File: src/rtl/psdf_pkg.sv
// Shared types, constants and the write encoder of the PWM shadow duty block.
// No dependencies.
package psdf_pkg;

    localparam int CHANNELS   = 16;
    localparam int CHAN_W     = (CHANNELS > 1) ? $clog2(CHANNELS) : 1;
    localparam int PHASE_STEP = 4096 / CHANNELS;

    localparam logic [11:0] DUTY_MAX  = 12'h0FFF;
    localparam logic [12:0] FULL_FLAG = 13'd4096;

    localparam logic [1:0] MODE_SET     = 2'd0;
    localparam logic [1:0] MODE_SET_ALL = 2'd1;
    localparam logic [1:0] MODE_FLUSH   = 2'd2;

    typedef enum logic [2:0] {
        ST_IDLE = 3'b001,
        ST_LOAD = 3'b010,
        ST_WAIT = 3'b100
    } state_t;

    typedef struct packed {
        logic take_in;
        logic load_word;
    } cmd_t;

    typedef struct packed {
        logic in_flush;
        logic pending;
    } status_t;

    typedef struct packed {
        logic [12:0] on_count;
        logic [12:0] off_count;
    } enc_t;

    // Map a clamped duty and a phase to an on/off tick pair.
    function automatic enc_t encode(logic [11:0] phase, logic [11:0] d);
        enc_t e;
        if (d == 12'd0)
        begin
            e.on_count  = 13'd0;
            e.off_count = FULL_FLAG;
        end
        else if (d == DUTY_MAX)
        begin
            e.on_count  = FULL_FLAG;
            e.off_count = 13'd0;
        end
        else
        begin
            e.on_count  = {1'b0, phase};
            e.off_count = {1'b0, 12'(phase + d)};
        end
        return e;
    endfunction

endpackage

File: src/rtl/psdf_ctrl.sv
// Controller of the PWM shadow duty block: takes words, steps a flush.
// Depends on psdf_pkg.
module psdf_ctrl import psdf_pkg::*;
(
    input  logic    clk,
    input  logic    rst_n,
    input  logic    in_valid,
    input  logic    out_ready,
    input  status_t status,
    output cmd_t    cmd,
    output logic    in_ready,
    output logic    out_valid
);

    state_t state_reg;
    state_t state_next;

    always_ff @(posedge clk or negedge rst_n)
    begin
        if (!rst_n)
        begin
            state_reg <= ST_IDLE;
        end
        else
        begin
            state_reg <= state_next;
        end
    end

    always_comb
    begin
        state_next    = state_reg;
        cmd.take_in   = 1'b0;
        cmd.load_word = 1'b0;
        case (state_reg)
            ST_IDLE:
            begin
                cmd.take_in = in_valid;
                if (in_valid && status.in_flush)
                begin
                    state_next = ST_LOAD;
                end
            end
            ST_LOAD:
            begin
                // Load the next pending write, or finish the flush.
                if (status.pending)
                begin
                    cmd.load_word = 1'b1;
                    state_next    = ST_WAIT;
                end
                else
                begin
                    state_next = ST_IDLE;
                end
            end
            ST_WAIT:
            begin
                if (out_ready)
                begin
                    state_next = ST_LOAD;
                end
            end
            default:
            begin
                state_next = ST_IDLE;
            end
        endcase
    end

    assign in_ready  = (state_reg == ST_IDLE);
    assign out_valid = (state_reg == ST_WAIT);

endmodule

File: config.mk
export PLATFORM = sky130hd
export DESIGN_NAME = psdf_ctrl
export DESIGN_NICKNAME = d
export VERILOG_FILES = /design/src/rtl/psdf_pkg.sv /design/src/rtl/psdf_ctrl.sv
export SDC_FILE = /design/constraint.sdc
export NUM_CORES = 1
export LEC_CHECK = 0
export BUFFER_PORTS_ARGS = -buffer_cell sky130_fd_sc_hd__buf_2
export CAP_MARGIN = 20
export CORE_AREA = 2 2 39 41
export CTS_CLUSTER_SIZE = 40
export DETAILED_ROUTE_END_ITERATION = 8
export DIE_AREA = 0 0 41 43
export PLACE_DENSITY = 0.42
export SLEW_MARGIN = 20
export SYNTH_ARGS = -nofsm -noshare
export SYNTH_HDL_FRONTEND = slang
export SYNTH_SLANG_ARGS = --single-unit
File: constraint.sdc
create_clock -name clk -period 1.02 [get_ports clk]
set_clock_uncertainty 0.1 [all_clocks]
set_input_delay 0 -clock clk [delete_from_list [all_inputs] [get_ports clk]]
set_output_delay 0 -clock clk [all_outputs]
set_load 0.01 [all_outputs]
==> results of run 1 <==
[layout make-up]
| class | count | area, sq um | area share [%] |
|---|---|---|---|
| inverters | 1 | 3.75 | 1.03 |
| multi-input cells | 11 | 119 | 32.8 |
| clock buffers | 4 | 26.3 | 7.24 |
| flip-flops and latches | 3 | 77.6 | 21.4 |
| repair buffers | 17 | 116 | 32.1 |
| well taps | 16 | 20.0 | 5.52 |
[synthesized netlist by cell type, drive strengths merged]
cell type,count,area (sq um)
a21oi,1,5.00
o21a,1,7.51
dfrtp,2,50.1
and4b,1,11.3
inv,1,3.75
a211oi,1,12.5
dfstp,1,26.3
or3b,1,8.76
nor3b,2,15.0
and4bb,1,12.5
and2,1,6.26
and3b,1,10.0
nand3b,1,7.51
[through the flow]
stage | setup WS (ns) | total power, mW
global placement | -0.110 | 0.206
global route | -0.382 | 0.468
finish | -0.307 | 0.431
floorplan | -0.106 | 0.168
detailed placement | -0.135 | 0.207
CTS | -0.317 | 0.438
[worst register-to-register path, delay by kind of cell, from the launching register on]
| kind | cells | cell delay [ns] |
|---|---|---|
| simple gates | 1 | 0.34 |
| flops | 1 | 0.40 |
| buf+inv | 1 | 0.15 |
| compound gates | 1 | 0.15 |
[cells in the final DEF, fill, tap and decap left out, drive strengths merged]
| master | count |
|---|---|
| and2 | 1 |
| dfrtp | 2 |
| nor3b | 2 |
| and3b | 1 |
| or3b | 1 |
| clkbuf | 4 |
| buf | 15 |
| and4b | 1 |
| inv | 1 |
| dlygate4sd3 | 2 |
| a211oi | 1 |
| nand3b | 1 |
| dfstp | 1 |
| o21a | 1 |
| and4bb | 1 |
| a21oi | 1 |
[where the power goes]
part           total [mW]  internal (mW)  switching (mW)
clock network       0.208          0.147          0.0612
logic              0.0864         0.0542          0.0323
registers           0.137          0.129         0.00828
[metal layers]
metal	vias to the layer above	track usage, %	wire length [microns]
li1	99	-	-
met1	91	7.77	200
met2	11	10.6	238
met3	2	3.14	62
met4	0	8.00	14
met5	-	0	0
[cell families after synthesis]
kind of cell | Yosys count | share of synthesized area, %
buffers and inverters | 1 | 2.13
AOI/OAI and AO/OA | 3 | 14.2
DFF | 3 | 43.3
and+or+nand+nor | 8 | 40.4
[path summary, 6_finish.rpt]
path | slack, ns | cells after the start | endpoint
worst max-delay path | -0.31 | 3 | cmd[1]
worst min-delay path | -0.05 | 3 | state_reg[2]
worst max register to register | -0.20 | 3 | state_reg[2]
worst min register to register | 0.47 | 1 | state_reg[2]
max in group asynchronous | 0.16 | 3 | state_reg[2]
min in group asynchronous | 0.13 | 2 | state_reg[0]
[repair_timing]
item / in CTS / in global routing
buffers inserted: 1 / 1
setup endpoints to repair: 7 / 7
resized for setup: 0 / 4
hold endpoints to repair: 4 / 1
pin swaps: 1 / 2
==> results.md, run 1 <==
- Result of the run: finished with violations
- Violations in the final reports: hold timing, setup timing
- Via count of the first global-routing pass: 210
- Clock transition at path regs: 0.04 ns
- Hold bufs inserted after CTS: 2
- Synth Net Count: 21
- Gpl congestion: 0.676
- Worst setup path startpoint: state_reg[0]
- Wire length of the first global-routing pass: 828 microns
- Cell area after layout: 363 sq um
- Count of vias placed by the detailed router: 203
- Number of buffer cells added on primary ports: 9
- Number of instances in the synthesized netlist: 15
- Final Max Slew Viols: 0
- Final core area utilization: 26.2%
- Startpoint type of the worst setup path: register
- Startpoint of the most critical hold path: out_ready
- FILL cells: 155
- Average detailed-routed wire length per instance: 9.92 microns
- Post-Layout Cell Count: 52
- Number of warnings printed during yosys synthesis: 0
- Worst vdd rail ir drop: 491 uV
- Core ar.: 1380 sq um
- Overall fraction of global-route tracks in use: 7.65%
- Synth Register Bits: 3
- Post-detailed-route count of antenna-violating nets: 0
- Arrival time of data at the critical path endpoint: 1.23 ns
- Chip Height: 43 microns
- Worst Setup Slack, final: -0.307 ns
- Layout cells sized above 1: 72.2%
- Io pins: 10
- Hold Violations, Final: 1
- Diodes inserted: 0
- Clock H-tree levels: 1
- Clock period minus worst slack: 1.33 ns
- RSZ-0062 raised after global routing: true
- Final setup violating endpoints: 7
- Total negative setup slack: -1.53 ns
- Worst EP required: 0.92 ns
- Clock latency at the later pin of the worst-skew pair: 0.23 ns
- Cell Count Post-Placement: 44
- Post-DR vias/cell: 3.90
- Normalized max-slew margin: 89.4%
- Leakage power: 0.170 nW
- Max FFs per register: 3
- Dpl cell area: 282 sq um
- Layout area overhead: 106%
- TritonCTS clock tree: done
- Num Clock Sinks: 3
- Crit Path Class: register to primary output
- Fraction of the cycle the final worst path needs: 130%
- Pre-antenna DRT Iters: 2
- Initial Util: 12.7%
- Final nets: 43
- Start of the worst register-to-register path: state_reg[1]
- Iteration-0 DRC count of the detailed router: 1
- Worst path top cell family by delay: flip-flops
- Maximum number of pins on one net before global-route repair: 7
- Largest fanout on the critical path: 6
- Slew @ Worst Pin: 0.159 ns
- Overall die width: 41 microns
- Final routed DRC violation total: 0
- Number of buffers on the longest clock path: 2
- Number of placement rows: 14
- Min-Delay Path Class: input pin to register
- WHS: -0.0481 ns
- Portion of the post-synthesis area used by sequential elements: 43.3%
- Detailed Route WL: 516 microns
- Setup crit end kind: primary output
- Number of antenna violations at the first check in global routing: 0
- Number of library cell types mapped by synthesis: 13
- Die Area: 1760 sq um
- P per Cell Area: 1190 nW/um^2
- Grt ovf: 0
- Max stage delay on crit path: 0.56 ns
- Crit-path slowest cell: sky130_fd_sc_hd__dfstp_2
- CTS Root Buffer Type: sky130_fd_sc_hd__clkbuf_4
- Maximum capacitance violations: 0
- CP cell instances: nor3b_4 > and2_1 > buf_2
- Maximum clock rate: 753 MHz
- Synthesized cell area: 176 sq um
- Syn_area_per_cell: 11.8 sq um
- CTS Buf Count: 3
- Number of buffers and inverters on the critical path: 1
- Detail Placement HPWL: 385 microns
Power figures use the tool's default switching activity.
==> run 2: changes to the inputs <==
Settings changed: BUFFER_PORTS_ARGS -buffer_cell sky130_fd_sc_hd__buf_2 to -buffer_cell sky130_fd_sc_hd__clkbuf_2, TNS_END_PERCENT from default to 5.
==> results.md, run 2 (synthesized netlist as in run 1, its figures left out) <==
- Clock period minus worst slack: 1.32 ns (-0.00464 ns)
- Final setup violating endpoints: 7 (unchanged)
- Count of vias placed by the detailed router: 204 (+0.49%)
- Core ar.: 1380 sq um (unchanged)
- P per Cell Area: 1270 nW/um^2 (+7.2%)
- Post-Layout Cell Count: 50 (-3.8%)
- Setup crit end kind: primary output
- Final total power: 0.431 mW (-0.18%)
- Grt ovf: 0 (unchanged)
- Number of buffer cells added on primary ports: 9 (unchanged)
- Logic gate share of total power: 19.3% (-0.7 points)
- Most frequent cells in the layout: sky130_fd_sc_hd__clkbuf_2, sky130_fd_sc_hd__clkbuf_4, sky130_fd_sc_hd__dlygate4sd3_1, sky130_fd_sc_hd__buf_4, sky130_fd_sc_hd__buf_2
- Number of placement rows: 14 (unchanged)
- Arrival time of data at the critical path endpoint: 1.22 ns (about the same)
- Switching power total: 0.103 mW (+1.5%)
- Final core area utilization: 24.4% (-1.8 points)
- Hold Violations, Final: 1 (unchanged)
- Clock latency at the later pin of the worst-skew pair: 0.24 ns (about the same)
- Pre-antenna DRT Iters: 4 (+2)
- Final routed DRC violation total: 0 (unchanged)
- Max stage delay on crit path: 0.56 ns (about the same)
- Internal power summed over all cells: 0.327 mW (-0.68%)
- Maximum number of pins on one net before global-route repair: 8 (+1)
- Result of the run: finished with violations
- Total negative setup slack: -1.33 ns (+0.198 ns)
- Cell area after layout: 338 sq um (-6.9%)
- Worst vdd rail ir drop: 661 uV (+35%)
- FILL cells: 145 (-6.5%)
- Violations in the final reports: hold timing, setup timing
- Wire length of the first global-routing pass: 862 microns (+4.1%)
- Layout area overhead: 91.5%
- Post-detailed-route count of antenna-violating nets: 0 (unchanged)
- Average detailed-routed wire length per instance: 10.4 microns (+4.8%)
- Leakage power: 0.154 nW (-9.3%)
- Worst Setup Slack post-DPL: -0.133 ns (+0.00201 ns)
- Num Clock Sinks: 3 (unchanged)
- Number of buffers on the longest clock path: 2 (unchanged)
- Initial Util: 12.7% (unchanged)
- Number of setup buffers added after CTS: 0 (-1)
- Crit Path Class: register to primary output
- Dpl cell area: 274 sq um (-2.7%)
- Number of antenna violations at the first check in global routing: 0 (unchanged)
- Largest fanout on the critical path: 5 (-1)
- Worst path top cell family by delay: flip-flops
- Detailed Route WL: 520 microns (+0.78%)
- Layout cells sized above 1: 67.6% (-4.6 points)
- Diodes inserted: 0 (unchanged)
- Chip Height: 43 microns (unchanged)
- Overall fraction of global-route tracks in use: 8.05% (+0.40 points)
- Startpoint type of the worst setup path: register
- CTS Root Buffer Type: sky130_fd_sc_hd__clkbuf_4
- Gpl congestion: 0.638 (-5.7%)
- RSZ-0062 raised after global routing: true
- Final Max Slew Viols: 0 (unchanged)
- Maximum clock rate: 756 MHz (+0.35%)
- Number of buffers and inverters on the critical path: 1 (unchanged)
- Worst Setup Slack, final: -0.303 ns (+0.00464 ns)
- Overall die width: 41 microns (unchanged)
- Worst EP required: 0.92 ns (about the same)
- Final nets: 41 (-4.7%)
- Hold bufs inserted after CTS: 3 (+1)
- TritonCTS clock tree: done
- Normalized max-slew margin: 84.3% (-5.1 points)
- Cell Count Post-Placement: 43 (-2.3%)
- Iteration-0 DRC count of the detailed router: 3 (+2)
- Min-Delay Path Class: input pin to register
- Post-DR vias/cell: 4.08 (+4.5%)
- Fraction of the cycle the final worst path needs: 130% (-0.45 points)
- Clock transition at path regs: 0.04 ns (about the same)
- Leading cell type in the layout, fill and taps excluded: sky130_fd_sc_hd__clkbuf_2
- Crit-path slowest cell: sky130_fd_sc_hd__dfstp_2
- Part of the total power dissipated in sequential elements: 31.7% (about the same)
- Slew @ Worst Pin: 0.235 ns (+0.0752 ns)
- CP cell instances: nor3b_4 > and2_1 > buf_2
- Clock H-tree levels: 1 (unchanged)
- Max FFs per register: 3 (unchanged)
- Maximum capacitance violations: 0 (unchanged)
- WHS: -0.0599 ns (-0.0118 ns)
- Share of power burned in the clock network: 49.0% (+0.8 points)
- CTS Buf Count: 3 (unchanged)
- Die Area: 1760 sq um (unchanged)
- Io pins: 10 (unchanged)
- Switching Fraction: 24.0% (+0.39 points)
- Via count of the first global-routing pass: 205 (-2.4%)
==> run 2: layout make-up <==
| class | count | area [sq um] | share of cell area (%) |
|---|---|---|---|
| flip-flops and latches | 3 | 77.6 | 23.0 |
| clock buffers | 4 | 26.3 | 7.78 |
| repair buffers | 15 | 97.6 | 28.9 |
| multi-input cells | 11 | 113 | 33.3 |
| well taps | 16 | 20.0 | 5.93 |
| inverters | 1 | 3.75 | 1.11 |
==> run 2: worst paths after layout <==
path | startpoint | endpoint | slack, ns | cells past startpoint
worst max-delay path | state_reg[0] | cmd[1] | -0.30 | 3
min in group asynchronous | rst_n | state_reg[0] | 0.16 | 2
worst min-delay path | out_ready | state_reg[2] | -0.06 | 3
max in group asynchronous | rst_n | state_reg[2] | 0.13 | 3
worst min register to register | state_reg[1] | state_reg[2] | 0.47 | 2
worst max register to register | state_reg[0] | state_reg[0] | -0.12 | 2
==> run 2: per-layer routing <==
layer	up-vias	track usage, %	routed length (microns)
li1	95	-	-
met1	98	7.44	216
met2	11	11.3	246
met3	0	6.28	57
met4	0	6.00	0
met5	-	0	0
==> run 2: what timing repair did <==
item                       CTS  global route
pin swaps                    3             1
setup endpoints to repair    7             7
hold endpoints to repair     4             1
gates resized for setup      2             2
==> run 2: power by group through the flow <==
| stage | registers [mW] | clock network (mW) | logic [mW] |
|---|---|---|---|
| after global routing | 0.137 | 0.240 | 0.0926 |
| after detailed placement | 0.136 | 0 | 0.0704 |
| after global placement | 0.137 | 0 | 0.0704 |
| final | 0.137 | 0.211 | 0.0831 |
| after CTS | 0.136 | 0.223 | 0.0845 |
| after floorplan | 0.138 | 0 | 0.0298 |
==> run 2: worst min-delay path: stages <==
cell                       delay, ns
sky130_fd_sc_hd__clkbuf_2       0.09
sky130_fd_sc_hd__or3b_1         0.10
sky130_fd_sc_hd__a21oi_1        0.05
==> run 3: changes to the inputs <==
Settings changed: SETUP_SLACK_MARGIN from default to 0.15.
==> results.md, run 3 (synthesized netlist as in run 1, its figures left out) <==
- Number of placement rows: 14 (unchanged)
- Leading cell type in the layout, fill and taps excluded: sky130_fd_sc_hd__clkbuf_2
- Average detailed-routed wire length per instance: 10.6 microns (+1.5%)
- Initial Util: 12.7% (unchanged)
- Via count of the first global-routing pass: 200 (-2.4%)
- Largest fanout on the critical path: 5 (unchanged)
- Pre-antenna DRT Iters: 4 (unchanged)
- Final Max Slew Viols: 0 (unchanged)
- Result of the run: finished with violations
- Overall fraction of global-route tracks in use: 8.16% (+0.11 points)
- Worst Setup Slack, final: -0.294 ns (+0.00872 ns)
- Clock H-tree levels: 1 (unchanged)
- Clock period minus worst slack: 1.31 ns (-0.00872 ns)
- Post-Layout Cell Count: 49 (-2.0%)
- Startpoint type of the worst setup path: register
- Number of buffers on the longest clock path: 2 (unchanged)
- Number of antenna violations at the first check in global routing: 0 (unchanged)
- Core ar.: 1380 sq um (unchanged)
- Post-DR vias/cell: 4.02 (-1.5%)
- Number of setup buffers added after CTS: 0 (unchanged)
- Normalized max-slew margin: 84.3% (about the same)
- Worst reg-to-reg setup slack: -0.12 ns (about the same)
- Wire length of the first global-routing pass: 869 microns (+0.81%)
- Final nets: 40 (-2.4%)
- Number of buffer cells added on primary ports: 9 (unchanged)
- P per Cell Area: 1300 nW/um^2 (+2.0%)
- Grt ovf: 0 (unchanged)
- Final setup violating endpoints: 7 (unchanged)
- Most frequent cells in the layout: sky130_fd_sc_hd__clkbuf_2, sky130_fd_sc_hd__clkbuf_4, sky130_fd_sc_hd__buf_4, sky130_fd_sc_hd__dlygate4sd3_1, sky130_fd_sc_hd__buf_2
- Die Area: 1760 sq um (unchanged)
- Maximum capacitance violations: 0 (unchanged)
- Final core area utilization: 23.7% (-0.72 points)
- Chip Height: 43 microns (unchanged)
- Layout cells sized above 1: 69.7% (+2.0 points)
- Iteration-0 DRC count of the detailed router: 3 (unchanged)
- Fraction of the cycle the final worst path needs: 129% (-0.85 points)
- Worst EP required: 0.92 ns (about the same)
- Violations in the final reports: hold timing, setup timing
- Worst Setup Slack post-DPL: -0.133 ns (unchanged)
- Min-Delay Path Class: input pin to register
- Arrival time of data at the critical path endpoint: 1.21 ns (about the same)
- Leakage power: 0.150 nW (-2.7%)
- Post-detailed-route count of antenna-violating nets: 0 (unchanged)
- Crit Path Class: register to primary output
- TritonCTS clock tree: done
- CTS Buf Count: 3 (unchanged)
- CTS Root Buffer Type: sky130_fd_sc_hd__clkbuf_4
- Final routed DRC violation total: 0 (unchanged)
- Cell Count Post-Placement: 43 (unchanged)
- Detailed Route WL: 517 microns (-0.58%)
- Worst vdd rail ir drop: 638 uV (-3.5%)
- FILL cells: 141 (-2.8%)
- Diodes inserted: 0 (unchanged)
- Io pins: 10 (unchanged)
- Maximum number of pins on one net before global-route repair: 8 (unchanged)
- Overall die width: 41 microns (unchanged)
- Num Clock Sinks: 3 (unchanged)
- Max FFs per register: 3 (unchanged)
- Hold bufs inserted after CTS: 2 (-1)
- Clock transition at path regs: 0.04 ns (about the same)
- Clock latency at the later pin of the worst-skew pair: 0.23 ns (about the same)
- Count of vias placed by the detailed router: 197 (-3.4%)
- RSZ-0062 raised after global routing: true
- Maximum clock rate: 761 MHz (+0.66%)
- Layout area overhead: 85.8%
- Gpl congestion: 0.638 (unchanged)
- Setup crit end kind: primary output
- WHS: -0.0586 ns (+0.00129 ns)
- Hold Violations, Final: 1 (unchanged)
- Slew @ Worst Pin: 0.235 ns (+0.000587 ns)
[run 3: cell types whose count changed in the layout (fill, tap and decap cells not counted), sizes merged]
cell and delta:
dlygate4sd3 -1
[run 3: per-stage QoR]
stage / area, sq um / setup TNS [ns] / hold WS (ns) / power (mW)
after floorplan: 186 / -0.330 / -0.396 / 0.168
after global placement: 274 / -0.390 / -0.301 / 0.207
after detailed placement: 274 / -0.425 / -0.299 / 0.207
after CTS: 328 / -1.39 / -0.0725 / 0.441
after global routing: 328 / -1.75 / -0.0535 / 0.464
final: 328 / -1.30 / -0.0586 / 0.426
[run 3: timing repair]
item / 4_1_cts / 5_1_grt
hold endpoints to repair: 4 / 1
endpoints found under the setup margin: 7 / 7
pin swaps: 3 / 1
gates cloned: 0 / 0
gates resized for setup: 2 / 2
[run 3: per-layer routing]
metal	up-vias	part of all wire [%]	global-route usage, %
met5	-	0	0
met4	0	0	6.00
met3	0	11	6.28
met2	11	45	10.9
li1	93	-	-
met1	93	44	8.12
[run 3: report_power, final]
part	switching, mW	total, mW	internal, mW
Sequential	0.00731	0.136	0.129
Clock	0.0632	0.210	0.147
Combinational	0.0310	0.0802	0.0492
Total	0.101	0.426	0.325
[run 3: final timing paths]
path | cells after the start | to | start
setup reg to reg | 2 | state_reg[0] | state_reg[0]
hold reg to reg | 2 | state_reg[2] | state_reg[1]
hold / removal | 3 | state_reg[2] | out_ready
min in group asynchronous | 2 | state_reg[1] | rst_n
max in group asynchronous | 2 | state_reg[0] | rst_n
setup / recovery | 3 | cmd[1] | state_reg[0]
[run 3: critical path, stage by stage (launching register included)]
cell	delay, ns
sky130_fd_sc_hd__dfstp_2	0.55
sky130_fd_sc_hd__nor3b_4	0.18
sky130_fd_sc_hd__and2_1	0.13
sky130_fd_sc_hd__buf_2	0.12
[run 3: cell type report]
type / instances / area, sq um / area share (%)
Inverter: 1 / 3.75 / 1.15
Sequential cell: 3 / 77.6 / 23.7
Timing Repair Buffer: 14 / 87.6 / 26.7
Multi-Input combinational cell: 11 / 113 / 34.4
Tap cell: 16 / 20.0 / 6.11
Clock buffer: 4 / 26.3 / 8.02
