<file path="src/rtl/psdf_pkg.sv">
// Shared types, constants and the write encoder of the PWM shadow duty block.
// No dependencies.
package psdf_pkg;

    localparam int CHANNELS   = 16;
    localparam int CHAN_W     = (CHANNELS > 1) ? $clog2(CHANNELS) : 1;
    localparam int PHASE_STEP = 4096 / CHANNELS;

    localparam logic [11:0] DUTY_MAX  = 12'h0FFF;
    localparam logic [12:0] FULL_FLAG = 13'd4096;

    localparam logic [1:0] MODE_SET     = 2'd0;
    localparam logic [1:0] MODE_SET_ALL = 2'd1;
    localparam logic [1:0] MODE_FLUSH   = 2'd2;

    typedef enum logic [2:0] {
        ST_IDLE = 3'b001,
        ST_LOAD = 3'b010,
        ST_WAIT = 3'b100
    } state_t;

    typedef struct packed {
        logic take_in;
        logic load_word;
    } cmd_t;

    typedef struct packed {
        logic in_flush;
        logic pending;
    } status_t;

    typedef struct packed {
        logic [12:0] on_count;
        logic [12:0] off_count;
    } enc_t;

    // Map a clamped duty and a phase to an on/off tick pair.
    function automatic enc_t encode(logic [11:0] phase, logic [11:0] d);
        enc_t e;
        if (d == 12'd0)
        begin
            e.on_count  = 13'd0;
            e.off_count = FULL_FLAG;
        end
        else if (d == DUTY_MAX)
        begin
            e.on_count  = FULL_FLAG;
            e.off_count = 13'd0;
        end
        else
        begin
            e.on_count  = {1'b0, phase};
            e.off_count = {1'b0, 12'(phase + d)};
        end
        return e;
    endfunction

endpackage

</file>
<file path="src/rtl/psdf_dpath.sv">
// Datapath of the PWM shadow duty block: duty store, dirty mask, output word.
// Depends on psdf_pkg.
module psdf_dpath import psdf_pkg::*;
(
    input  logic        clk,
    input  logic        rst_n,
    input  logic [1:0]  mode,
    input  logic [7:0]  channel,
    input  logic [15:0] duty,
    input  cmd_t        cmd,
    output status_t     status,
    output logic        broadcast,
    output logic [3:0]  target_channel,
    output logic [12:0] on_count,
    output logic [12:0] off_count,
    output logic        last
);

    logic [11:0]         duty_reg [CHANNELS];
    logic [11:0]         duty_next [CHANNELS];
    logic [CHANNELS-1:0] dirty_reg;
    logic [CHANNELS-1:0] dirty_next;
    logic                bc_pend_reg;
    logic                bc_pend_next;
    logic [11:0]         bc_duty_reg;
    logic [11:0]         bc_duty_next;

    logic                out_bc_reg;
    logic [3:0]          out_chan_reg;
    logic [12:0]         out_on_reg;
    logic [12:0]         out_off_reg;
    logic                out_last_reg;

    logic [11:0]         duty_clamped;
    logic                chan_ok;
    logic [CHAN_W-1:0]   chan_idx;
    logic [CHAN_W-1:0]   scan_idx;
    logic [CHANNELS-1:0] scan_bit;
    logic [11:0]         scan_phase;
    enc_t                enc_bc;
    enc_t                enc_ch;

    assign duty_clamped = (duty > {4'd0, DUTY_MAX}) ? DUTY_MAX : duty[11:0];
    assign chan_ok      = ({1'b0, channel} < 9'(CHANNELS));
    assign chan_idx     = channel[CHAN_W-1:0];

    // Lowest dirty channel.
    always_comb
    begin
        scan_idx = '0;
        for (int i = CHANNELS - 1; i >= 0; i--)
        begin
            if (dirty_reg[i])
            begin
                scan_idx = CHAN_W'(i);
            end
        end
    end

    assign scan_bit   = CHANNELS'(1) << scan_idx;
    assign scan_phase = 12'(32'(scan_idx) * PHASE_STEP);
    assign enc_bc     = encode(12'd0, bc_duty_reg);
    assign enc_ch     = encode(scan_phase, duty_reg[scan_idx]);

    always_comb
    begin
        duty_next    = duty_reg;
        dirty_next   = dirty_reg;
        bc_pend_next = bc_pend_reg;
        bc_duty_next = bc_duty_reg;
        if (cmd.take_in)
        begin
            case (mode)
                MODE_SET:
                begin
                    if (chan_ok)
                    begin
                        duty_next[chan_idx]  = duty_clamped;
                        dirty_next[chan_idx] = 1'b1;
                    end
                end
                MODE_SET_ALL:
                begin
                    for (int i = 0; i < CHANNELS; i++)
                    begin
                        duty_next[i] = duty_clamped;
                    end
                    dirty_next   = '0;
                    bc_pend_next = 1'b1;
                    bc_duty_next = duty_clamped;
                end
                default:
                begin
                    // Flush and the unused code change no state here.
                end
            endcase
        end
        else if (cmd.load_word)
        begin
            if (bc_pend_reg)
            begin
                bc_pend_next = 1'b0;
            end
            else
            begin
                dirty_next = dirty_reg & ~scan_bit;
            end
        end
    end

    always_ff @(posedge clk or negedge rst_n)
    begin
        if (!rst_n)
        begin
            for (int i = 0; i < CHANNELS; i++)
            begin
                duty_reg[i] <= '0;
            end
            dirty_reg   <= '0;
            bc_pend_reg <= 1'b0;
            bc_duty_reg <= '0;
        end
        else
        begin
            duty_reg    <= duty_next;
            dirty_reg   <= dirty_next;
            bc_pend_reg <= bc_pend_next;
            bc_duty_reg <= bc_duty_next;
        end
    end

    always_ff @(posedge clk)
    begin
        if (cmd.load_word)
        begin
            if (bc_pend_reg)
            begin
                out_bc_reg   <= 1'b1;
                out_chan_reg <= 4'd0;
                out_on_reg   <= enc_bc.on_count;
                out_off_reg  <= enc_bc.off_count;
                out_last_reg <= (dirty_reg == '0);
            end
            else
            begin
                out_bc_reg   <= 1'b0;
                out_chan_reg <= 4'(scan_idx);
                out_on_reg   <= enc_ch.on_count;
                out_off_reg  <= enc_ch.off_count;
                out_last_reg <= ((dirty_reg & ~scan_bit) == '0);
            end
        end
    end

    assign status.in_flush = (mode == MODE_FLUSH);
    assign status.pending  = bc_pend_reg | (|dirty_reg);

    assign broadcast      = out_bc_reg;
    assign target_channel = out_chan_reg;
    assign on_count       = out_on_reg;
    assign off_count      = out_off_reg;
    assign last           = out_last_reg;

endmodule

</file>
<file path="config.mk">
export PLATFORM = sky130hd
export DESIGN_NAME = psdf_dpath
export DESIGN_NICKNAME = d
export VERILOG_FILES = /design/src/rtl/psdf_pkg.sv /design/src/rtl/psdf_dpath.sv
export SDC_FILE = /design/constraint.sdc
export NUM_CORES = 1
export LEC_CHECK = 0
export ABC_AREA = 0
export BUFFER_PORTS_ARGS = -buffer_cell sky130_fd_sc_hd__buf_2
export CAP_MARGIN = 20
export CORE_MARGIN = 5
export CORE_UTILIZATION = 60
export DETAILED_ROUTE_END_ITERATION = 12
export HOLD_SLACK_MARGIN = 0.02
export PLACE_DENSITY = 0.8
export REMOVE_ABC_BUFFERS = 1
export SLEW_MARGIN = 20
export SYNTH_ARGS = -nofsm -noshare
export SYNTH_HDL_FRONTEND = slang
export SYNTH_SLANG_ARGS = --single-unit
</file>
<file path="constraint.sdc">
create_clock -name clk -period 6.2 [get_ports clk]
set_input_delay 1.86 -clock clk [delete_from_list [all_inputs] [get_ports clk]]
set_output_delay 1.86 -clock clk [all_outputs]
set_load 0.01 [all_outputs]
</file>
==> results.sh, run 1 <==
export IMPL_dieArea_sq_um=22700
export IMPL_seq_area_sq_um=6250
export IMPL_worstMarginPinSlew_ns=1.12
export IMPL_yosysSeqAreaShare=0.526
export IMPL_cts_setup_buffers=0
export IMPL_drt_iter0_markers=1191
export IMPL_drcViolationCount=0
export IMPL_critPathRequiredTime_ns=6.46
export IMPL_p_per_area_nw_per_um2=454
export IMPL_grt_pass1_vias=10133
export IMPL_cp_end_kind="register"
export IMPL_synth_xor_area_frac=0.00147
export IMPL_fin_crit_ns=4.72
export IMPL_synth_edf_count=24
export IMPL_power_uw=6000
export IMPL_status="finished, final reports clean"
export IMPL_clk_pin_slew_ns=0.06
export IMPL_async_flop_share=0.902
export IMPL_path_buf_inv=1
export IMPL_fill_cells=1532
export IMPL_h_tree_depth=1
export IMPL_crit_slowest_cell="dfrtp_1"
export IMPL_clock_fmax_mhz=212
export IMPL_synth_compound_area_share=0.214
export IMPL_syn_inst=1336
export IMPL_path_cells="nor3b_1 > a211oi_1 > o31a_1 > nand2_2 > inv_2 > nand2_1 > a311oi_1 > a221oi_2 > nand3b_1 > nor4b_2 > a41o_2 > o21ai_0"
export IMPL_slew_limit_headroom=0.254
export IMPL_port_buffers=55
export IMPL_synthMuxAreaShare=0.0181
export IMPL_worst_path_dominant_cell_family="compound AO/OA/AOI/OAI gates"
export IMPL_io_pins=64
export IMPL_cts_resized=0
export IMPL_antenna_found_initial=0
export IMPL_netlist_top_cells_area="dfrtp_1, a21oi_1, nor2_1"
export IMPL_cts_buffers=26
export IMPL_fp_coreArea_sq_um=19500
export IMPL_startpoint_type="register"
export IMPL_cts_sinks=245
export IMPL_cap_violations=0
export IMPL_yosys_area_share_simple=0.182
export IMPL_netlist_area_sq_um=11900
export IMPL_via_per_inst=6.45
export IMPL_gp_congestion=0.938
export IMPL_criticalPathCategory="reg2reg"
export IMPL_post_place_ws_ns=1.64
export IMPL_multi_input_area_sq_um=5070
export IMPL_ys_ff_latch=245
export IMPL_nets=1387
export IMPL_gr_total_overflow=0
export IMPL_synth_top_area_share=0.465
export IMPL_holdWs_ns=0.482
export IMPL_finalMaxSlewViolations=0
export IMPL_die_h_um=151
export IMPL_synthFlopType="dfrtp_1"
export IMPL_synthToLayoutAreaGrowth_pct=11.0
export IMPL_dr_pass1_iters=6
export IMPL_synth_most_common_cell="a21oi_1"
export IMPL_cts_tree="done"
export IMPL_largest_reg_flops=192
export IMPL_grt_pass1_wl_mm=57.3
export IMPL_synthTopCellsByCount="a21oi_1, nor2_1, dfrtp_1, nand2_1, o21ai_0"
export IMPL_vias=10564
export IMPL_ctsRootBufferMaster="clkbuf_16"
export IMPL_wirelength_mm=36.6
export IMPL_drive_gt1_frac=0.130
export IMPL_synth_top_area_cell="dfrtp_1"
export IMPL_hold_violations=0
export IMPL_postCtsHoldBufs=0
export IMPL_dpl_hpwl_mm=23.7
export IMPL_antenna_cells=0
export IMPL_syn_avg_cell_area_sq_um=8.90
export IMPL_period_share=0.761
export IMPL_grt_max_degree=135
export IMPL_finClkSkew_ns=0.0163
export IMPL_min_path_type="reg2reg"
export IMPL_rsz0062_at_grt="no"
export IMPL_synth_fa_ha_area_frac=0.00484
export IMPL_worst_slack_ns=1.48
export IMPL_setup_tns_ns=0
export IMPL_vdd_drop_max_v=0.000259
export IMPL_yosys_warnings=0
export IMPL_route_detailed_wl_per_inst_um=22.4
export IMPL_synth_top_family_by_area="compound AO/OA/AOI/OAI gates"
export IMPL_clock_latency_ns=0.54
export IMPL_ys_types=78
export IMPL_ant_nets=0
export IMPL_crit_arrival_ns=4.98
export IMPL_start_util=0.611
export IMPL_cpPeakStageDelay_ns=0.65
export IMPL_grtUsageTotal=0.326
export IMPL_p_leak_uw=0.00527
export IMPL_clockBufferDepth=3
export IMPL_fp_row_count=51
export IMPL_setup_viol_count_final=0
export IMPL_dieWidth_um=151
export IMPL_critPathMaxFanout=20
## layout by cell type (no fill, tap or decap), types with 5 or more instances in the layout
| cell | n |
|---|---|
| a211oi_1 | 11 |
| a21oi_1 | 252 |
| a221oi_1 | 6 |
| a22oi_1 | 7 |
| a311oi_1 | 5 |
| a31oi_1 | 15 |
| and3_1 | 8 |
| buf_2 | 54 |
| buf_4 | 37 |
| clkbuf_1 | 9 |
| clkbuf_16 | 27 |
| clkbuf_8 | 11 |
| conb_1 | 8 |
| dfrtp_1 | 221 |
| edfxtp_1 | 24 |
| inv_1 | 13 |
| mux2i_1 | 17 |
| nand2_1 | 130 |
| nand3_1 | 54 |
| nand4_1 | 9 |
| nor2_1 | 237 |
| nor2_2 | 7 |
| nor2b_1 | 6 |
| nor3_1 | 6 |
| nor3_2 | 7 |
| nor4_1 | 12 |
| o211ai_1 | 6 |
| o21ai_0 | 71 |
| o21ai_2 | 6 |
| o31ai_1 | 5 |
## metal layers
metal | wire [um] | GRT usage | vias to the layer above
met3 | 4730 | 0.0801 | 119
met5 | 0 | 0 | -
met4 | 1480 | 0.130 | 0
li1 | - | - | 4712
met2 | 16200 | 0.494 | 728
met1 | 14200 | 0.456 | 5005
## stage by stage
| stage | util | std cells | area, sq um |
|---|---|---|---|
| after detailed placement | 0.632 | 1588 | 12300 |
| after floorplan | - | 1230 | 11300 |
| after CTS | 0.676 | 1635 | 13200 |
| after global placement | 0.632 | 1588 | 12300 |
| final | 0.678 | 1637 | 13200 |
| after global routing | 0.678 | 1637 | 13200 |
## area by class of cell
type                    instances  share of cell area
repair buffers                 95              0.0471
flip-flops and latches        245               0.474
inverters                      15             0.00427
well taps                     265              0.0251
multi-input cells             970               0.385
clock buffers                  47              0.0652
## where the power goes
part | internal (uW) | total (uW) | switching (uW)
Combinational | 812 | 2470 | 1660
Sequential | 1840 | 1970 | 129
Clock | 927 | 1550 | 628
## cells by family after synthesis
family                     Yosys count
and+or+nand+nor                    499
AOI/OAI and AO/OA                  436
DFF                                245
buffers and inverters              128
muxes                               21
adders and majority gates            4
xor gates and xnor gates             2
other                                1
## worst reg2reg max path, stage by stage (launching register included)
cell      delay [ns]
dfrtp_1         0.65
nor3b_1         0.10
a211oi_1        0.27
o31a_1          0.62
nand2_2         0.46
inv_2           0.52
nand2_1         0.13
a311oi_1        0.37
a221oi_2        0.11
nand3b_1        0.23
nor4b_2         0.32
a41o_2          0.50
o21ai_0         0.17
## worst paths after layout
check | startpoint | end | slack, ns | cells after the start
hold reg to reg | duty_reg[11]$_DFFE_PN0P_ | duty_reg[11]$_DFFE_PN0P_ | 0.48 | 2
setup reg to reg | dirty_reg[3]$_DFFE_PN0P_ | off_count[8]$_DFFE_PP_ | 1.48 | 12
min in group asynchronous | rst_n | duty_reg[85]$_DFFE_PN0P_ | 1.23 | 1
setup / recovery | dirty_reg[3]$_DFFE_PN0P_ | off_count[8]$_DFFE_PP_ | 1.48 | 12
max in group asynchronous | rst_n | duty_reg[47]$_DFFE_PN0P_ | 3.70 | 3
hold / removal | duty_reg[11]$_DFFE_PN0P_ | duty_reg[11]$_DFFE_PN0P_ | 0.48 | 2
Power figures use the tool's default switching activity.
==> run 2: changes to the inputs <==
==> constraint.sdc (replaced) <==
create_clock -name clk -period 4.45 [get_ports clk]
set_input_delay 1.335 -clock clk [delete_from_list [all_inputs] [get_ports clk]]
set_output_delay 1.335 -clock clk [all_outputs]
set_load 0.01 [all_outputs]
==> run 2 against run 1 <==
Compared with the run above:
- worst setup slack lost 1.2 ns
- worst hold slack gained 0.0017 ns
- non-clock buffer count grew 24
- die area is the same
- register-to-register slack lost 1.2 ns
- sequential power grew 39%
- utilization grew 0.60 points
- clock skew grew 0.0030 ns
- via count grew 1.7%
- maximum frequency grew 12%
- final cell count grew 1.5%
- power grew 40%
- largest cell class unchanged
==> results.sh, run 2 (synthesis results as in run 1) <==
export IMPL_grt_busiest_layer="met2"
export IMPL_met1_usage=0.451
export IMPL_die_h_um=151
export IMPL_start_util=0.611
export IMPL_nets=1411
export IMPL_rr_worst_depth=11
export IMPL_ant_nets=0
export IMPL_p_per_area_nw_per_um2=630
export IMPL_status="finished, final reports clean"
export IMPL_grtUsageTotal=0.326
export IMPL_gr_total_overflow=0
export IMPL_grt_pass1_wl_mm=57.2
export IMPL_dr_pass1_iters=7
export IMPL_cp_common_cell="a221oi_1"
export IMPL_dieWidth_um=151
export IMPL_grt_max_degree=113
export IMPL_h_tree_depth=1
export IMPL_worst_path_dominant_cell_family="compound AO/OA/AOI/OAI gates"
export IMPL_met3_usage=0.0831
export IMPL_reg2reg_to="off_count[2]$_DFFE_PP_"
export IMPL_postLayoutCoreUtil=0.684
export IMPL_path_cells="nand2b_1 > a221oi_1 > or3_1 > nand2_4 > mux2i_1 > a221oi_1 > a211o_2 > nand3b_1 > nor4b_2 > a41o_2 > o21ai_0"
export IMPL_setup_viol_count_final=0
export IMPL_drive_gt1_frac=0.149
export IMPL_holdPathEnd="duty_reg[0]$_DFFE_PN0P_"
export IMPL_worstMarginPinSlew_ns=0.865
export IMPL_crit_arrival_ns=4.47
export IMPL_vias=10740
export IMPL_cts_setup_buffers=0
export IMPL_p_leak_uw=0.00537
export IMPL_via_per_inst=6.46
export IMPL_clockBufferDepth=3
export IMPL_met2_usage=0.505
export IMPL_stdcell_count=1662
export IMPL_cp_end_kind="register"
export IMPL_fin_crit_ns=4.19
export IMPL_critPathLaunch="dirty_reg[14]$_DFFE_PN0P_"
export IMPL_finClkSkew_ns=0.0193
export IMPL_cpPeakStageDelay_ns=0.50
export IMPL_gp_congestion=1.07
export IMPL_largest_reg_flops=192
export IMPL_ctsRootBufferMaster="clkbuf_16"
export IMPL_vdd_drop_max_v=0.000423
export IMPL_postCtsHoldBufs=0
export IMPL_fp_row_count=51
export IMPL_clock_latency_ns=0.54
export IMPL_slew_limit_headroom=0.424
export IMPL_fill_cells=1520
export IMPL_hold_start="duty_reg[0]$_DFFE_PN0P_"
export IMPL_drt_iter0_markers=1359
export IMPL_port_buffers=55
export IMPL_cts_tree="done"
export IMPL_drcViolationCount=0
export IMPL_reg2reg_slack_ns=0.26
export IMPL_io_pins=64
export IMPL_hold_path_depth=2
export IMPL_rsz0062_at_grt="no"
export IMPL_route_detailed_wl_per_inst_um=22.2
export IMPL_clk_pin_slew_ns=0.06
export IMPL_path_buf_inv=0
export IMPL_critPathMaxFanout=30
export IMPL_wirelength_mm=37.0
export IMPL_antenna_found_initial=0
export IMPL_critPathRequiredTime_ns=4.73
export IMPL_startpoint_type="register"
export IMPL_hold_violations=0
export IMPL_cts_buffers=26
export IMPL_setup_tns_ns=0
export IMPL_cts_sinks=245
export IMPL_antenna_cells=0
export IMPL_synthToLayoutAreaGrowth_pct=12.0
export IMPL_criticalPathCategory="reg2reg"
export IMPL_final_area_sq_um=13300
export IMPL_cap_violations=0
export IMPL_crit_slowest_cell="a41o_2"
export IMPL_place_area_sq_um=12500
export IMPL_grt_pass1_vias=10074
export IMPL_min_path_type="reg2reg"
export IMPL_dpl_hpwl_mm=24.6
export IMPL_clock_fmax_mhz=238
export IMPL_final_common_cell="a21oi_1"
export IMPL_period_share=0.943
export IMPL_dieArea_sq_um=22700
export IMPL_fp_coreArea_sq_um=19500
export IMPL_rr_startpoint="dirty_reg[14]$_DFFE_PN0P_"
export IMPL_final_cell_mix="a21oi_1, nor2_1, dfrtp_1, nand2_1, o21ai_0"
export IMPL_finalMaxSlewViolations=0
export IMPL_post_place_cells=1614
==> run 2: where the power goes <==
part           switching, uW  internal (uW)  leakage (uW)
Combinational           2350           1240       0.00258
Clock                    913           1150      0.000405
Sequential               177           2560       0.00238
==> run 2: worst reg2reg max path: stages, from the launching register on <==
cell and delay, ns:
dfrtp_1 0.44, nand2b_1 0.19, a221oi_1 0.45, or3_1 0.48, nand2_4 0.38, mux2i_1 0.28
a221oi_1 0.43, a211o_2 0.23, nand3b_1 0.09, nor4b_2 0.32, a41o_2 0.50, o21ai_0 0.15
==> run 2: area by class of cell <==
class                   count  area (sq um)  share of cell area
inverters                  15          56.3             0.00423
flip-flops and latches    245          6250               0.470
clock inverters            14          93.8             0.00705
multi-input cells         970          5070               0.381
clock buffers              34           721              0.0541
repair buffers            119           791              0.0594
well taps                 265           332              0.0249
==> run 2: timing repair <==
| item | CTS | global route |
|---|---|---|
| resized for setup | 0 | 3 |
| endpoints found under the setup margin | 0 | 6 |
| hold endpoints to repair | 0 | 0 |
==> run 2: worst max path at each step <==
| stage | endpoint | slack, ns | depth (start not counted) |
|---|---|---|---|
| 2_1_floorplan | off_count[11]$_DFFE_PP_ | -0.59 | 13 |
| 3_3_place_gp | off_count[8]$_DFFE_PP_ | 0.24 | 12 |
| 3_5_place_dp | off_count[9]$_DFFE_PP_ | 0.24 | 12 |
| 4_1_cts | off_count[2]$_DFFE_PP_ | 0.20 | 12 |
| 5_1_grt | off_count[8]$_DFFE_PP_ | 0.09 | 11 |
| 6_report | off_count[2]$_DFFE_PP_ | 0.26 | 11 |
==> run 2: per-layer routing <==
layer  up-vias  part of all wire
met2       742              0.45
met5         -            0.0013
li1       4758                 -
met4         2             0.041
met1      5094              0.38
met3       144              0.13
==> run 2: through the flow <==
stage               hold WS, ns  worst slack [ns]  power [uW]
floorplan                 0.442            -0.586        4840
global placement          0.462             0.242        6130
detailed placement        0.474             0.239        6170
CTS                       0.485             0.203        8250
global route              0.497            0.0923        8720
finish                    0.484             0.256        8390
==> run 3: changes to the inputs <==
--- a/config.mk
+++ b/config.mk
@@ -8,11 +8,13 @@
 export ABC_AREA = 0
 export BUFFER_PORTS_ARGS = -buffer_cell sky130_fd_sc_hd__buf_2
 export CAP_MARGIN = 20
+export CELL_PAD_IN_SITES_DETAIL_PLACEMENT = 1
+export CELL_PAD_IN_SITES_GLOBAL_PLACEMENT = 1
 export CORE_MARGIN = 5
-export CORE_UTILIZATION = 60
+export CORE_UTILIZATION = 47
 export DETAILED_ROUTE_END_ITERATION = 12
 export HOLD_SLACK_MARGIN = 0.02
-export PLACE_DENSITY = 0.8
+export PLACE_DENSITY = 0.81
 export REMOVE_ABC_BUFFERS = 1
 export SLEW_MARGIN = 20
 export SYNTH_ARGS = -nofsm -noshare
==> run 3 against run 2 <==
Compared with the run above:
- non-clock buffer count shrank 5
- sequential share of layout area shrank 0.87 points
- critical path depth grew 1
- sequential power is essentially flat
- routed wire length grew 16%
- final cell count grew 3.8%
- combinational power grew 3%
- maximum frequency shrank 2.2%
- worst hold slack gained 0.0018 ns
- die area grew 26%
- power grew 7.4%
- critical path type unchanged
==> results.sh, run 3 (synthesis results as in run 1) <==
export IMPL_vdd_drop_max_v=0.000327
export IMPL_fp_row_count=58
export IMPL_grt_pass1_wl_mm=66.4
export IMPL_cap_violations=0
export IMPL_critPathMaxFanout=23
export IMPL_rr_startpoint="dirty_reg[14]$_DFFE_PN0P_"
export IMPL_grt_max_degree=125
export IMPL_cts_tree="done"
export IMPL_antenna_found_initial=0
export IMPL_rr_worst_depth=12
export IMPL_cp_end_kind="register"
export IMPL_start_util=0.475
export IMPL_slew_limit_headroom=0.378
export IMPL_drcViolationCount=0
export IMPL_dpl_hpwl_mm=27.8
export IMPL_h_tree_depth=1
export IMPL_criticalPathCategory="reg2reg"
export IMPL_dieWidth_um=169
export IMPL_hold_violations=0
export IMPL_p_per_area_nw_per_um2=664
export IMPL_reg2reg_slack_ns=0.16
export IMPL_io_pins=64
export IMPL_largest_reg_flops=192
export IMPL_clk_pin_slew_ns=0.06
export IMPL_hold_path_depth=2
export IMPL_clock_fmax_mhz=233
export IMPL_critPathRequiredTime_ns=4.73
export IMPL_setup_viol_count_final=0
export IMPL_cts_resized=0
export IMPL_cts_sinks=245
export IMPL_gp_congestion=0.929
export IMPL_worstMarginPinSlew_ns=0.931
export IMPL_drt_iter0_markers=975
export IMPL_drive_gt1_frac=0.145
export IMPL_period_share=0.964
export IMPL_p_leak_uw=0.00543
export IMPL_wirelength_mm=42.8
export IMPL_min_path_type="reg2reg"
export IMPL_postCtsHoldBufs=0
export IMPL_dieArea_sq_um=28600
export IMPL_route_detailed_wl_per_inst_um=24.8
export IMPL_fp_coreArea_sq_um=25000
export IMPL_ctsRootBufferMaster="clkbuf_16"
export IMPL_critPathLaunch="dirty_reg[14]$_DFFE_PN0P_"
export IMPL_final_cell_mix="a21oi_1, nor2_1, dfrtp_1, nand2_1, o21ai_0"
export IMPL_setup_tns_ns=0
export IMPL_antenna_cells=0
export IMPL_crit_arrival_ns=4.57
export IMPL_final_area_sq_um=13600
export IMPL_startpoint_type="register"
export IMPL_fin_crit_ns=4.29
export IMPL_cts_setup_buffers=0
export IMPL_cts_buffers=28
export IMPL_post_place_cells=1674
export IMPL_port_buffers=55
export IMPL_nets=1408
export IMPL_status="finished, final reports clean"
export IMPL_fill_cells=2928
export IMPL_seq_area_sq_um=6250
export IMPL_gr_total_overflow=0
export IMPL_final_common_cell="a21oi_1"
export IMPL_via_per_inst=6.24
export IMPL_finalMaxSlewViolations=0
export IMPL_reg2reg_to="off_count[6]$_DFFE_PP_"
export IMPL_grt_pass1_vias=11292
export IMPL_multi_input_area_sq_um=5070
export IMPL_synthToLayoutAreaGrowth_pct=14.1
export IMPL_ant_nets=0
export IMPL_finClkSkew_ns=0.0110
export IMPL_dr_pass1_iters=5
export IMPL_clock_latency_ns=0.55
export IMPL_rsz0062_at_grt="no"
export IMPL_stdcell_count=1725
export IMPL_grtUsageTotal=0.298
export IMPL_vias=10770
export IMPL_die_h_um=169
export IMPL_endpoint="off_count[6]$_DFFE_PP_"
export IMPL_place_area_sq_um=12500
export IMPL_clockBufferDepth=3
run 3: cell types whose count changed in the layout (fill, tap and decap cells not counted), sizes merged:
cell      change
clkinv        -6
buf           -5
clkinvlp      +2
inv           -2
clkbuf        +4
bufinv        +5
run 3: report_power, final:
part,switching (uW),internal (uW),leakage (uW)
Combinational,2500,1210,0.00256
Sequential,190,2560,0.00238
Clock,973,1580,0.000488
Total,3660,5340,0.00543
run 3: per-layer routing:
metal	up-vias	GRT usage	part of all wire
li1	4755	-	-
met1	5351	0.402	0.41
met2	546	0.483	0.46
met3	118	0.0500	0.084
met4	0	0.118	0.041
met5	-	0	0
run 3: worst max-delay path, cell delays in order (launching register included):
cell and delay, ns:
dfrtp_1 0.44, nand2b_1 0.19, a221oi_1 0.60, or3_1 0.30, buf_4 0.35, and3_1 0.25
a211oi_1 0.08, a311oi_1 0.32, a32o_2 0.22, o2111ai_1 0.15, nor4b_2 0.46, a41o_4 0.46
o21ai_0 0.18
run 3: worst min path at each step:
stage	end	startpoint
6_report	duty_reg[6]$_DFFE_PN0P_	duty_reg[6]$_DFFE_PN0P_
5_1_grt	duty_reg[7]$_DFFE_PN0P_	duty_reg[7]$_DFFE_PN0P_
4_1_cts	duty_reg[7]$_DFFE_PN0P_	duty_reg[7]$_DFFE_PN0P_
3_3_place_gp	duty_reg[7]$_DFFE_PN0P_	duty_reg[7]$_DFFE_PN0P_
2_1_floorplan	duty_reg[7]$_DFFE_PN0P_	duty_reg[7]$_DFFE_PN0P_
3_5_place_dp	duty_reg[6]$_DFFE_PN0P_	duty_reg[6]$_DFFE_PN0P_
run 3: layout make-up:
| class | instances | area share |
|---|---|---|
| clock buffer | 38 | 0.0605 |
| clock inverter | 13 | 0.0147 |
| inverter | 15 | 0.00415 |
| multi-input combinational | 970 | 0.374 |
| sequential | 245 | 0.461 |
| tap | 330 | 0.0304 |
| timing repair buffer | 114 | 0.0555 |
run 3: per-stage QoR:
stage          total power [uW]  worst slack, ns   util  hold WS [ns]
6_report                   9010            0.160  0.542         0.486
5_1_grt                    9380           0.0110  0.542         0.505
4_1_cts                    8910            0.183  0.541         0.489
3_5_place_dp               6310            0.308  0.501         0.476
3_3_place_gp               6190            0.460  0.501         0.455
2_1_floorplan              4840           -0.586      -         0.442
